==> src/hdl/rne_pkg.sv <==
// ----------------------------------------------------------------------------
// Roman numeral encoder package
// Types, constants and symbol tables shared by the encoder modules.
// ----------------------------------------------------------------------------
package rne_pkg;

    localparam int unsigned VAL_W       = 12;
    localparam int unsigned NUM_ENTRIES = 13;
    localparam int unsigned IDX_W       = 4;
    localparam int unsigned CHAR_W      = 8;
    localparam int unsigned STAR_W      = 2;

    localparam logic [31:0]       LIMIT_VALUE = 32'd3999;
    localparam logic [CHAR_W-1:0] CH_STAR     = 8'h2A;
    localparam logic [CHAR_W-1:0] CH_NONE     = 8'h00;
    localparam logic [CHAR_W-1:0] CH_M        = 8'h4D;
    localparam logic [CHAR_W-1:0] CH_D        = 8'h44;
    localparam logic [CHAR_W-1:0] CH_C        = 8'h43;
    localparam logic [CHAR_W-1:0] CH_L        = 8'h4C;
    localparam logic [CHAR_W-1:0] CH_X        = 8'h58;
    localparam logic [CHAR_W-1:0] CH_V        = 8'h56;
    localparam logic [CHAR_W-1:0] CH_I        = 8'h49;

    typedef enum logic [1:0] {
        ST_IDLE,
        ST_CONV,
        ST_STAR
    } t_state;

    typedef struct packed {
        logic              emit;
        logic              sub;
        logic              last;
        logic [CHAR_W-1:0] symbol;
        logic [VAL_W-1:0]  next_value;
    } t_step;

    function automatic logic [VAL_W-1:0] f_weight(input logic [IDX_W-1:0] idx);
        logic [VAL_W-1:0] w;
        case (idx)
            4'd0:    w = 12'd1000;
            4'd1:    w = 12'd900;
            4'd2:    w = 12'd500;
            4'd3:    w = 12'd400;
            4'd4:    w = 12'd100;
            4'd5:    w = 12'd90;
            4'd6:    w = 12'd50;
            4'd7:    w = 12'd40;
            4'd8:    w = 12'd10;
            4'd9:    w = 12'd9;
            4'd10:   w = 12'd5;
            4'd11:   w = 12'd4;
            4'd12:   w = 12'd1;
            default: w = 12'd1;
        endcase
        return w;
    endfunction

    function automatic logic [CHAR_W-1:0] f_first(input logic [IDX_W-1:0] idx);
        logic [CHAR_W-1:0] c;
        case (idx)
            4'd0:    c = CH_M;
            4'd1:    c = CH_C;
            4'd2:    c = CH_D;
            4'd3:    c = CH_C;
            4'd4:    c = CH_C;
            4'd5:    c = CH_X;
            4'd6:    c = CH_L;
            4'd7:    c = CH_X;
            4'd8:    c = CH_X;
            4'd9:    c = CH_I;
            4'd10:   c = CH_V;
            4'd11:   c = CH_I;
            4'd12:   c = CH_I;
            default: c = CH_I;
        endcase
        return c;
    endfunction

    function automatic logic [CHAR_W-1:0] f_second(input logic [IDX_W-1:0] idx);
        logic [CHAR_W-1:0] c;
        case (idx)
            4'd1:    c = CH_M;
            4'd3:    c = CH_D;
            4'd5:    c = CH_C;
            4'd7:    c = CH_L;
            4'd9:    c = CH_X;
            4'd11:   c = CH_V;
            default: c = CH_NONE;
        endcase
        return c;
    endfunction

endpackage

==> src/hdl/rne_step_unit.sv <==
// ----------------------------------------------------------------------------
// Roman numeral step unit
// Shared compare and subtract against one table entry, with symbol selection.
// ----------------------------------------------------------------------------
module rne_step_unit (
    input  logic [rne_pkg::VAL_W-1:0] i_value,
    input  logic [rne_pkg::IDX_W-1:0] i_idx,
    input  logic                      i_second,
    output rne_pkg::t_step            o_step
);

    logic [rne_pkg::VAL_W-1:0]  weight;
    logic [rne_pkg::CHAR_W-1:0] second_char;
    logic                       is_pair;
    logic                       ge;
    logic [rne_pkg::VAL_W-1:0]  diff;

    assign weight      = rne_pkg::f_weight(i_idx);
    assign second_char = rne_pkg::f_second(i_idx);
    assign is_pair     = (second_char != rne_pkg::CH_NONE);
    assign ge          = (i_value >= weight);
    assign diff        = i_value - weight;

    always_comb begin
        o_step.emit       = ge;
        o_step.sub        = ge && (!is_pair || i_second);
        o_step.last       = o_step.sub && (diff == '0);
        o_step.symbol     = (is_pair && i_second) ? second_char
                                                  : rne_pkg::f_first(i_idx);
        o_step.next_value = diff;
    end

endmodule

==> src/hdl/roman_numeral_encoder.sv <==
// ----------------------------------------------------------------------------
// Roman numeral encoder
// Converts one signed integer per transaction into a run of ASCII numeral
// characters, one output transaction per character, with a last flag.
// ----------------------------------------------------------------------------
//  Channel  Handshake           Payload
//  input    i_valid / o_ready   i_value[31:0] signed
//  output   o_valid / i_ready   o_symbol[7:0], o_last, o_empty_res
//
//  A zero or negative value gives one empty result, valid the cycle after
//  acceptance.
//  Values up to 3999 go to the single compare and subtract unit, which per step
//  emits a character or skips a table entry; larger values give four '*'s.
//  Reset is synchronous and active low; it returns the sequencer to idle.
//  A stalled output holds the sequencer; no new input is taken until done.
// ----------------------------------------------------------------------------
module roman_numeral_encoder (
    input  logic        i_clk,
    input  logic        i_rst_n,
    input  logic        i_valid,
    output logic        o_ready,
    input  logic [31:0] i_value,
    output logic        o_valid,
    input  logic        i_ready,
    output logic [7:0]  o_symbol,
    output logic        o_last,
    output logic        o_empty_res
);

    rne_pkg::t_state r_state, n_state;
    logic [rne_pkg::VAL_W-1:0]  r_value, n_value;
    logic [rne_pkg::IDX_W-1:0]  r_idx, n_idx;
    logic                       r_second, n_second;
    logic [rne_pkg::STAR_W-1:0] r_star, n_star;
    logic                       r_out_valid, n_out_valid;
    logic [rne_pkg::CHAR_W-1:0] r_symbol, n_symbol;
    logic                       r_last, n_last;
    logic                       r_empty, n_empty;

    rne_pkg::t_step step;
    logic can_emit;
    logic accept;
    logic is_empty;
    logic is_big;

    rne_step_unit u_step (
        .i_value  (r_value),
        .i_idx    (r_idx),
        .i_second (r_second),
        .o_step   (step)
    );

    assign can_emit = !r_out_valid || i_ready;
    assign o_ready  = (r_state == rne_pkg::ST_IDLE) && can_emit;
    assign accept   = i_valid && o_ready;
    assign is_empty = i_value[31] || (i_value == 32'd0);
    assign is_big   = (i_value > rne_pkg::LIMIT_VALUE);

    always_comb begin
        n_state = r_state;
        case (r_state)
            rne_pkg::ST_IDLE: begin
                if (accept && !is_empty) begin
                    n_state = is_big ? rne_pkg::ST_STAR : rne_pkg::ST_CONV;
                end
            end
            rne_pkg::ST_CONV: begin
                if (can_emit && step.last) begin
                    n_state = rne_pkg::ST_IDLE;
                end
            end
            rne_pkg::ST_STAR: begin
                if (can_emit && (r_star == '1)) begin
                    n_state = rne_pkg::ST_IDLE;
                end
            end
            default: n_state = rne_pkg::ST_IDLE;
        endcase
    end

    always_comb begin
        n_value     = r_value;
        n_idx       = r_idx;
        n_second    = r_second;
        n_star      = r_star;
        n_out_valid = r_out_valid && !i_ready;
        n_symbol    = r_symbol;
        n_last      = r_last;
        n_empty     = r_empty;
        case (r_state)
            rne_pkg::ST_IDLE: begin
                if (accept) begin
                    n_value  = i_value[rne_pkg::VAL_W-1:0];
                    n_idx    = '0;
                    n_second = 1'b0;
                    n_star   = '0;
                    if (is_empty) begin
                        n_out_valid = 1'b1;
                        n_symbol    = rne_pkg::CH_NONE;
                        n_last      = 1'b1;
                        n_empty     = 1'b1;
                    end
                end
            end
            rne_pkg::ST_CONV: begin
                if (can_emit) begin
                    if (step.emit) begin
                        n_out_valid = 1'b1;
                        n_symbol    = step.symbol;
                        n_last      = step.last;
                        n_empty     = 1'b0;
                        if (step.sub) begin
                            n_value  = step.next_value;
                            n_second = 1'b0;
                        end else begin
                            n_second = 1'b1;
                        end
                    end else begin
                        n_idx = r_idx + 1'b1;
                    end
                end
            end
            rne_pkg::ST_STAR: begin
                if (can_emit) begin
                    n_out_valid = 1'b1;
                    n_symbol    = rne_pkg::CH_STAR;
                    n_last      = (r_star == '1);
                    n_empty     = 1'b0;
                    n_star      = r_star + 1'b1;
                end
            end
            default: begin
                n_out_valid = 1'b0;
            end
        endcase
    end

    always_ff @(posedge i_clk) begin
        if (!i_rst_n) begin
            r_state     <= rne_pkg::ST_IDLE;
            r_out_valid <= 1'b0;
        end else begin
            r_state     <= n_state;
            r_out_valid <= n_out_valid;
        end
    end

    always_ff @(posedge i_clk) begin
        r_value  <= n_value;
        r_idx    <= n_idx;
        r_second <= n_second;
        r_star   <= n_star;
        r_symbol <= n_symbol;
        r_last   <= n_last;
        r_empty  <= n_empty;
    end

    assign o_valid     = r_out_valid;
    assign o_symbol    = r_symbol;
    assign o_last      = r_last;
    assign o_empty_res = r_empty;

endmodule

==> config.mk <==
export PLATFORM = sky130hd
export DESIGN_NAME = roman_numeral_encoder
export DESIGN_NICKNAME = d
export VERILOG_FILES = /design/src/hdl/rne_pkg.sv /design/src/hdl/rne_step_unit.sv /design/src/hdl/roman_numeral_encoder.sv
export SDC_FILE = /design/constraint.sdc
export NUM_CORES = 1
export LEC_CHECK = 0
export ABC_CLOCK_PERIOD_IN_PS = 4900
export BUFFER_PORTS_ARGS = -buffer_cell sky130_fd_sc_hd__buf_2
export CAP_MARGIN = 20
export CORE_MARGIN = 4
export CORE_UTILIZATION = 45
export DETAILED_ROUTE_END_ITERATION = 12
export GPL_ROUTABILITY_DRIVEN = 0
export PLACE_DENSITY = 0.71
export SYNTH_ARGS = -nofsm -noshare
export SYNTH_HDL_FRONTEND = slang
export SYNTH_SLANG_ARGS = --single-unit
==> constraint.sdc <==
create_clock -name i_clk -period 4.9 [get_ports i_clk]
set_clock_uncertainty 0.15 [all_clocks]
set_input_delay 0.735 -clock i_clk [delete_from_list [all_inputs] [get_ports i_clk]]
set_output_delay 0.735 -clock i_clk [all_outputs]
set_load 0.02 [all_outputs]
=== After elaboration in Yosys (flattened, before gate mapping) ===
Memories as Yosys holds them, arrays and structs flattened. A register that Yosys moved wholly into a read port is not among the register bits.
Index checks and enable logic that the tools add are counted.

* Register bits: 32
* Memory bits (read-only): 240
* Input port bits: 36
* Output and inout port bits: 12
* Logic and storage cells: 112
* Memories: 2

{| class="wikitable"
|+ Memory list
! memory !! depth !! bits a word !! rd ports !! clocked after memory_dff !! write ports !! line !! text
|-
| (no name shown) || 16 || 10 || 1 || 1 || 0 || rne_pkg.sv:40 || <nowiki>case (idx)</nowiki>
|-
| (no name shown) || 16 || 5 || 1 || 1 || 0 || rne_pkg.sv:61 || <nowiki>case (idx)</nowiki>
|}

* Add/subtract/negate cells: 3
* Magnitude comparators: 2
* Equal/unequal tests: 19
* Muxes and demuxes: 48
* Reductions and logical operators: 29

{| class="wikitable"
|+ Operator list
! operator !! number
|-
| 2-to-1 mux 12 bit || 4
|-
| 2-to-1 mux 8 bit || 6
|-
| one-hot mux 7 bit (6 select lines) || 1
|-
| > comparator 32 x 12 -> 1 bit (second input constant) || 1
|-
| logical NOT 32 bit || 1
|-
| one-hot mux 12 bit (2 select lines) || 1
|-
| one-hot mux 8 bit (3 select lines) || 1
|-
| 2-to-1 mux 4 bit || 5
|-
| 2-to-1 mux 1 bit || 17
|-
| != test 2 bit (second input constant) || 8
|-
| >= comparator 12 bit || 1
|-
| logical NOT 12 bit || 1
|-
| 2-to-1 mux 2 bit || 6
|-
| subtractor 12 bit || 1
|-
| logical AND 1 bit || 9
|-
| one-hot mux 1 bit (3 select lines) || 3
|-
| equality test 4 x 3 -> 1 bit (second input constant) || 2
|-
| equality test 4 bit (second input constant) || 2
|-
| one-hot mux 4 bit (2 select lines) || 1
|-
| AND reduction 4 bit || 2
|-
| nonzero test 8 bit || 1
|-
| one-hot mux 2 bit (3 select lines) || 1
|-
| AND reduction 3 bit || 2
|-
| AND reduction 6 bit || 1
|-
| 15 further kinds || 23
|}

=== Longest topological paths before layout ===
Gate-level depths: netlist of the first run.

* Word-level depth: 10
* Mapped depth: 16

=== Hierarchy ===
A second synthesis of the first run with hierarchy kept.

* Cells, all modules: 282
* Area total of the unflattened synthesis: 2,637.5 µm²

{| class="wikitable"
|+ Modules (own cells, without submodules)
! module !! instances !! cells an instance !! area an instance (µm²) !! sequential area each (µm²)
|-
| roman_numeral_encoder || 1 || 130 || 1,636.6 || 930.9
|-
| rne_step_unit || 1 || 152 || 1,001.0 || 0.0
|}

=== Worst setup path after synthesis of the first run ===
No wires, ideal clock.

* Path type: reg-to-reg
* Start point: register r_value[0] (netlist bit)
* End point: register, netlist name u_step.weight[3]
* Library setup time: 0.096 ns
* Arrival time: 3.127 ns
* Required time: 4.654 ns
* Setup slack: 1.528 ns
* Cell stages (with the launch flop): 17
* Buffers on the path: 1
* Cells stage by stage: edfxtp_1 > inv_1 > ha_1 > fa_1 > nand2b_2 > a211oi_4 > o21ai_2 > nand2_2 > a21o_4 > inv_4 > buf_12 > mux2i_1 > ha_1 > a21oi_1 > a21oi_1 > nor2_1 > o41ai_2

* Longest elaborated chain between the ends: 4

{| class="wikitable"
|+ Ends and longest elaborated chain
! what !! line !! text
|-
| start: declaration || roman_numeral_encoder.sv:31 || <nowiki>logic [rne_pkg::VAL_W-1:0] r_value, n_value;</nowiki>
|-
| start signal: assignment || roman_numeral_encoder.sv:149 || <nowiki>r_value <= n_value;</nowiki>
|-
| >= comparator 12 bit || rne_step_unit.sv:21 || <nowiki>assign ge = (i_value >= weight);</nowiki>
|-
| != test 2 bit (no line) || -- ||
|-
| AND reduction 4 bit (no line) || -- ||
|-
| 2-to-1 mux 4 bit (no line) || -- ||
|}

Every way passes these cells.
A chain may end at the register's enable or synchronous reset.

=== Worst setup path in the final report of the first run ===
* Start point: register r_value[7] (netlist bit)
* End point: register, netlist name u_step.weight[3]

* Longest elaborated chain between the ends: 4

{| class="wikitable"
|+ Ends and longest elaborated chain
! what !! line
|-
| >= comparator 12 bit || rne_step_unit.sv:21
|-
| != test 2 bit (no line) || --
|-
| AND reduction 4 bit (no line) || --
|-
| 2-to-1 mux 4 bit (no line) || --
|}

Every way passes these cells.

==> flow_summary.json, run 1 <==
{
  "fin_tns_setup_ns": 0,
  "diodes": 0,
  "yosys_warnings": 0,
  "numCtsBuffers": 5,
  "synthesis.area_sq_mm": 0.00312,
  "crit_arrival_ns": 3.80,
  "maxCapViolCount": 0,
  "synth_cells": 330,
  "grt_pass1_vias": 2397,
  "synth_largest_area_cell": "edfxtp_1",
  "maxSlewViolCount": 0,
  "first_iter_violations": 150,
  "async_flop_share": 0,
  "ys_types": 73,
  "ant_nets": 0,
  "cts_root_buf": "clkbuf_8",
  "cts_buffer_depth": 2,
  "layout_common_cells": "46 x buf_2, 29 x nor2_1, 28 x edfxtp_1, 27 x nand2_1, 25 x a21oi_1",
  "wl_per_cell_microns": 15.0,
  "hold_viol": 0,
  "pin_count": 48,
  "syn_nets": 389,
  "place_ws_ns": 1.22,
  "grt_use_total": 0.165,
  "min_path_type": "reg2reg",
  "fin_ws_ns": 1.15,
  "endpoint_kind": "flop",
  "grt_max_degree": 27,
  "synth_flop_cell": "edfxtp_1",
  "syn_avg_cell_area_sq_um": 9.44,
  "antenna_found_initial": 0,
  "vias": 2522,
  "layout_commonest_cell": "buf_2",
  "die_h_microns": 91.2,
  "clkTransAtPathRegs_ns": 0.09,
  "p_leak_nw": 1.47,
  "criticalPathCategory": "reg2reg",
  "crit_slowest_cell": "mux2i_1",
  "cts_resized": 0,
  "outcome": "finished clean",
  "drt-total-wl_microns": 6780,
  "cts_setup_buffers": 0,
  "die_w_microns": 91.2,
  "cts_sinks": 45,
  "rsz0062_at_grt": "false",
  "coreArea_sq_mm": 0.00676,
  "setup_viol": 0,
  "netSwitchingPower_mw": 0.771,
  "drc": 0,
  "fin_crit_ns": 3.75,
  "dr.pass1.iters": 4,
  "areaGrowthSynthToFinish_pct": 11.2,
  "clk_latency_ns": 0.30,
  "dieArea_sq_mm": 0.00832,
  "period_share": 0.764,
  "cts_tree": "yes",
  "nNetsFinal": 430,
  "p_sw_frac": 0.430,
  "max_freq_ghz": 0.267,
  "ir_drop_v": 0.000203,
  "finalNonFillerCells": 452,
  "ys_ff_latch": 45,
  "synthTopCellsByArea": "edfxtp_1 27%, dfxtp_1 11%, ha_1 8.8%",
  "h-tree-depth": 2,
  "crit_chain": "ha_1 -> a21o_1 -> or2_0 -> o21ai_2 -> nand2_2 -> a21o_4 -> inv_4 -> mux2i_1 -> ha_1 -> a21oi_1 -> a21oi_1 -> nor2_1 -> o41ai_2",
  "relSlewSlack": 0.421,
  "cts.hold.buffers_added": 0,
  "ys_seq_area_frac": 0.379,
  "grt_pass1_wl_microns": 11300,
  "power_density_mw_per_mm2": 518,
  "start_util": 0.461,
  "portBuffers": 46,
  "hpwl_microns": 5250,
  "vias_per_cell": 5.58,
  "synth-edff-count": 28,
  "placementRows": 30,
  "dp.cells": 443,
  "pwr-share-clk": 0.134,
  "critical-path-max-stage-delay_ns": 0.58,
  "comb_power_share": 0.536,
  "gr-total-overflow": 0,
  "worstSetupStartpointType": "flop",
  "fillers": 641,
  "synth_top_area_share": 0.270,
  "power.internal_mw": 1.02,
  "required_ns": 4.95,
  "max_slew.worst_pin.slew_ns": 0.869,
  "pwr-share-seq": 0.330,
  "drive_above_1_share": 0.218,
  "worstPathMaxFanout": 14
}
metal layers:
| layer | GRT usage | routed length [microns] | part of all wire | vias up |
|---|---|---|---|---|
| li1 | - | - | - | 1278 |
| met1 | 0.221 | 3210 | 0.47 | 1163 |
| met2 | 0.267 | 3090 | 0.46 | 72 |
| met3 | 0.0340 | 384 | 0.057 | 9 |
| met4 | 0.0477 | 99 | 0.015 | 0 |
| met5 | 0 | 0 | 0 | - |
cells by family after synthesis:
kind of cell	Yosys count	share of synthesized area
compound gates	82	0.184
xor+xnor	12	0.0337
fa+ha+maj	23	0.0948
buf+inv	40	0.0594
flops	45	0.379
mux	17	0.0659
other cells	1	0.00120
simple gates	110	0.182
critical path: cells and delay by family, from the launching register on:
family,cells,cell delay (ns)
and+or+nand+nor,3,0.42
DFF,1,0.39
muxes,1,0.58
AOI/OAI and AO/OA,6,1.16
buffers and inverters,1,0.17
adders and majority gates,2,0.78
power groups by stage:
stage | Clock, mW | Combinational [mW] | Sequential, mW
floorplan | 0 | 0.753 | 0.606
global placement | 0 | 0.949 | 0.599
detailed placement | 0 | 0.950 | 0.601
CTS | 0.247 | 0.956 | 0.593
global route | 0.262 | 1.07 | 0.606
finish | 0.240 | 0.963 | 0.592
worst paths after layout:
path	start	to	slack, ns	cells past startpoint
setup / recovery	r_value[7]	u_step.weight[3]	1.15	13
hold / removal	r_state[0]	r_state[0]	0.36	2
setup reg to reg	r_value[7]	u_step.weight[3]	1.15	13
hold reg to reg	r_state[0]	r_state[0]	0.36	2
cell usage after synthesis (5+ instances only):
library cell and n:
a21oi_1 25, dfxtp_1 17, edfxtp_1 28, ha_1 22
inv_1 24, mux2_2 7, mux2i_1 6, nand2_1 27
nand2b_1 8, nand3_1 7, nor2_1 29, nor4_1 9
o21ai_0 15, xnor2_1 5, xor2_1 7
layout make-up:
cell class	count	area [sq um]	share of cell area
Clock buffer	5	68.8	0.0199
Clock inverter	3	21.3	0.00614
Inverter	26	100	0.0289
Multi-Input combinational cell	245	1750	0.505
Sequential cell	45	1180	0.341
Tap cell	80	100	0.0289
Timing Repair Buffer	48	245	0.0708
stage by stage:
step                utilization  hold WS, ns  total power [mW]  area, sq um
floorplan                     -        0.321              1.36         3120
global placement          0.499        0.344              1.55         3370
detailed placement        0.499        0.357              1.55         3370
CTS                       0.512        0.367              1.80         3460
global route              0.513        0.401              1.94         3470
finish                    0.513        0.364              1.80         3470
Power figures use the tool's default switching activity.
==> run 2, diff against run 1 <==
--- a/config.mk
+++ b/config.mk
@@ -5,7 +5,7 @@
 export SDC_FILE = /design/constraint.sdc
 export NUM_CORES = 1
 export LEC_CHECK = 0
-export ABC_CLOCK_PERIOD_IN_PS = 4900
+export ABC_CLOCK_PERIOD_IN_PS = 3480
 export BUFFER_PORTS_ARGS = -buffer_cell sky130_fd_sc_hd__buf_2
 export CAP_MARGIN = 20
 export CORE_MARGIN = 4
==> constraint.sdc (replaced) <==
create_clock -name i_clk -period 3.48 [get_ports i_clk]
set_clock_uncertainty 0.15 [all_clocks]
set_input_delay 0.522 -clock i_clk [delete_from_list [all_inputs] [get_ports i_clk]]
set_output_delay 0.522 -clock i_clk [all_outputs]
set_load 0.02 [all_outputs]
==> run 2 against run 1 <==
Non-clock buffer count is 3 higher. Final cell count is 0.66% higher. Global-route usage is 0.73 points higher. Die area stayed put. Setup slack worse by 0.93 ns. Largest cell class unchanged. Largest power group unchanged.
==> flow_summary.json, run 2 (synthesis results as in run 1) <==
{
  "outcome": "finished clean",
  "layout_common_cells": "46 x buf_2, 29 x nor2_1, 28 x edfxtp_1, 27 x nand2_1, 25 x a21oi_1",
  "drive_above_1_share": 0.235,
  "setup_viol": 0,
  "ir_drop_v": 0.000300,
  "min_path_type": "in2reg",
  "fillers": 627,
  "ant_nets": 0,
  "endpoint_kind": "flop",
  "clk_latency_ns": 0.31,
  "numCtsBuffers": 5,
  "final.hold.worst_slack_ns": 0.346,
  "p_leak_nw": 1.49,
  "portBuffers": 46,
  "h-tree-depth": 2,
  "worstPathMaxFanout": 14,
  "crit_arrival_ns": 3.30,
  "period_share": 0.936,
  "nNetsFinal": 433,
  "pin_count": 48,
  "areaGrowthSynthToFinish_pct": 13.2,
  "maxCapViolCount": 0,
  "criticalPathCategory": "reg2reg",
  "wl_per_cell_microns": 15.3,
  "die_h_microns": 91.2,
  "vias": 2590,
  "drc": 0,
  "grt_pass1_vias": 2431,
  "first_iter_violations": 196,
  "cts_tree": "yes",
  "die_w_microns": 91.2,
  "cts_sinks": 45,
  "fin_crit_ns": 3.26,
  "layout_commonest_cell": "buf_2",
  "coreArea_sq_mm": 0.00676,
  "grt_max_degree": 26,
  "cts_setup_buffers": 0,
  "relSlewSlack": 0.540,
  "hold_viol": 0,
  "vias_per_cell": 5.69,
  "cts_root_buf": "clkbuf_8",
  "max_slew.worst_pin.slew_ns": 0.684,
  "gr-total-overflow": 0,
  "maxSlewViolCount": 0,
  "fin_tns_setup_ns": 0,
  "dp.cells": 447,
  "finalPower_mw": 2.64,
  "grt_use_total": 0.172,
  "hpwl_microns": 5340,
  "worstSetupStartpointType": "flop",
  "cts_buffer_depth": 2,
  "diodes": 0,
  "finalNonFillerCells": 455,
  "dr.pass1.iters": 4,
  "power_density_mw_per_mm2": 749,
  "drt-total-wl_microns": 6970,
  "antenna_found_initial": 0,
  "dieArea_sq_mm": 0.00832,
  "start_util": 0.461,
  "required_ns": 3.52,
  "placementRows": 30,
  "rsz0062_at_grt": "false",
  "max_freq_ghz": 0.307,
  "clkTransAtPathRegs_ns": 0.10,
  "grt_pass1_wl_microns": 11600
}
==> run 2: final cells by class <==
| cell class | count | area [sq um] | area share |
|---|---|---|---|
| clock inverters | 3 | 46.3 | 0.0131 |
| inverters | 26 | 100 | 0.0284 |
| clock buffers | 5 | 68.8 | 0.0195 |
| multi-input cells | 245 | 1760 | 0.500 |
| repair buffers | 51 | 268 | 0.0759 |
| flip-flops and latches | 45 | 1180 | 0.335 |
| well taps | 80 | 100 | 0.0284 |
==> run 2: where the power goes <==
part,internal [mW],switching [mW]
logic,0.564,0.820
clock network,0.215,0.202
registers,0.752,0.0865
==> run 2: worst paths after layout <==
check / from / to / slack, ns / cells past startpoint
min reg2reg: r_state[1] / r_state[1] / 0.38 / 2
min: i_rst_n / o_valid / 0.35 / 3
max: r_value[0] / u_step.weight[2] / 0.22 / 14
max reg2reg: r_value[0] / u_step.weight[2] / 0.22 / 14
==> run 2: per-stage QoR <==
step	util	instance area [sq um]	setup slack, ns
2_1_floorplan	-	3120	0.108
3_3_place_gp	0.503	3400	0.264
3_5_place_dp	0.503	3400	0.178
4_1_cts	0.520	3510	0.162
5_1_grt	0.522	3530	0.0205
6_report	0.522	3530	0.223
==> run 2: what timing repair did <==
item,CTS,global route
resized for setup,0,4
hold buffers,0,0
setup endpoints to repair,0,1
==> run 2: routing by layer <==
layer	vias up	wire length [microns]	track usage
met3	13	384	0.0331
li1	1280	-	-
met5	-	0	0
met2	78	3130	0.272
met1	1219	3300	0.232
met4	0	143	0.0653
==> run 2: worst max-delay path, stage by stage, from the launching register on <==
cell and delay (ns):
edfxtp_1 0.33, inv_1 0.04, ha_1 0.21, fa_1 0.39, nand2b_2 0.22, a211oi_4 0.28
o21ai_2 0.12, nand2_2 0.13, a21o_4 0.17, inv_4 0.10, mux2i_2 0.18, buf_4 0.19
ha_1 0.35, mux2i_1 0.19, o2bb2ai_1 0.10
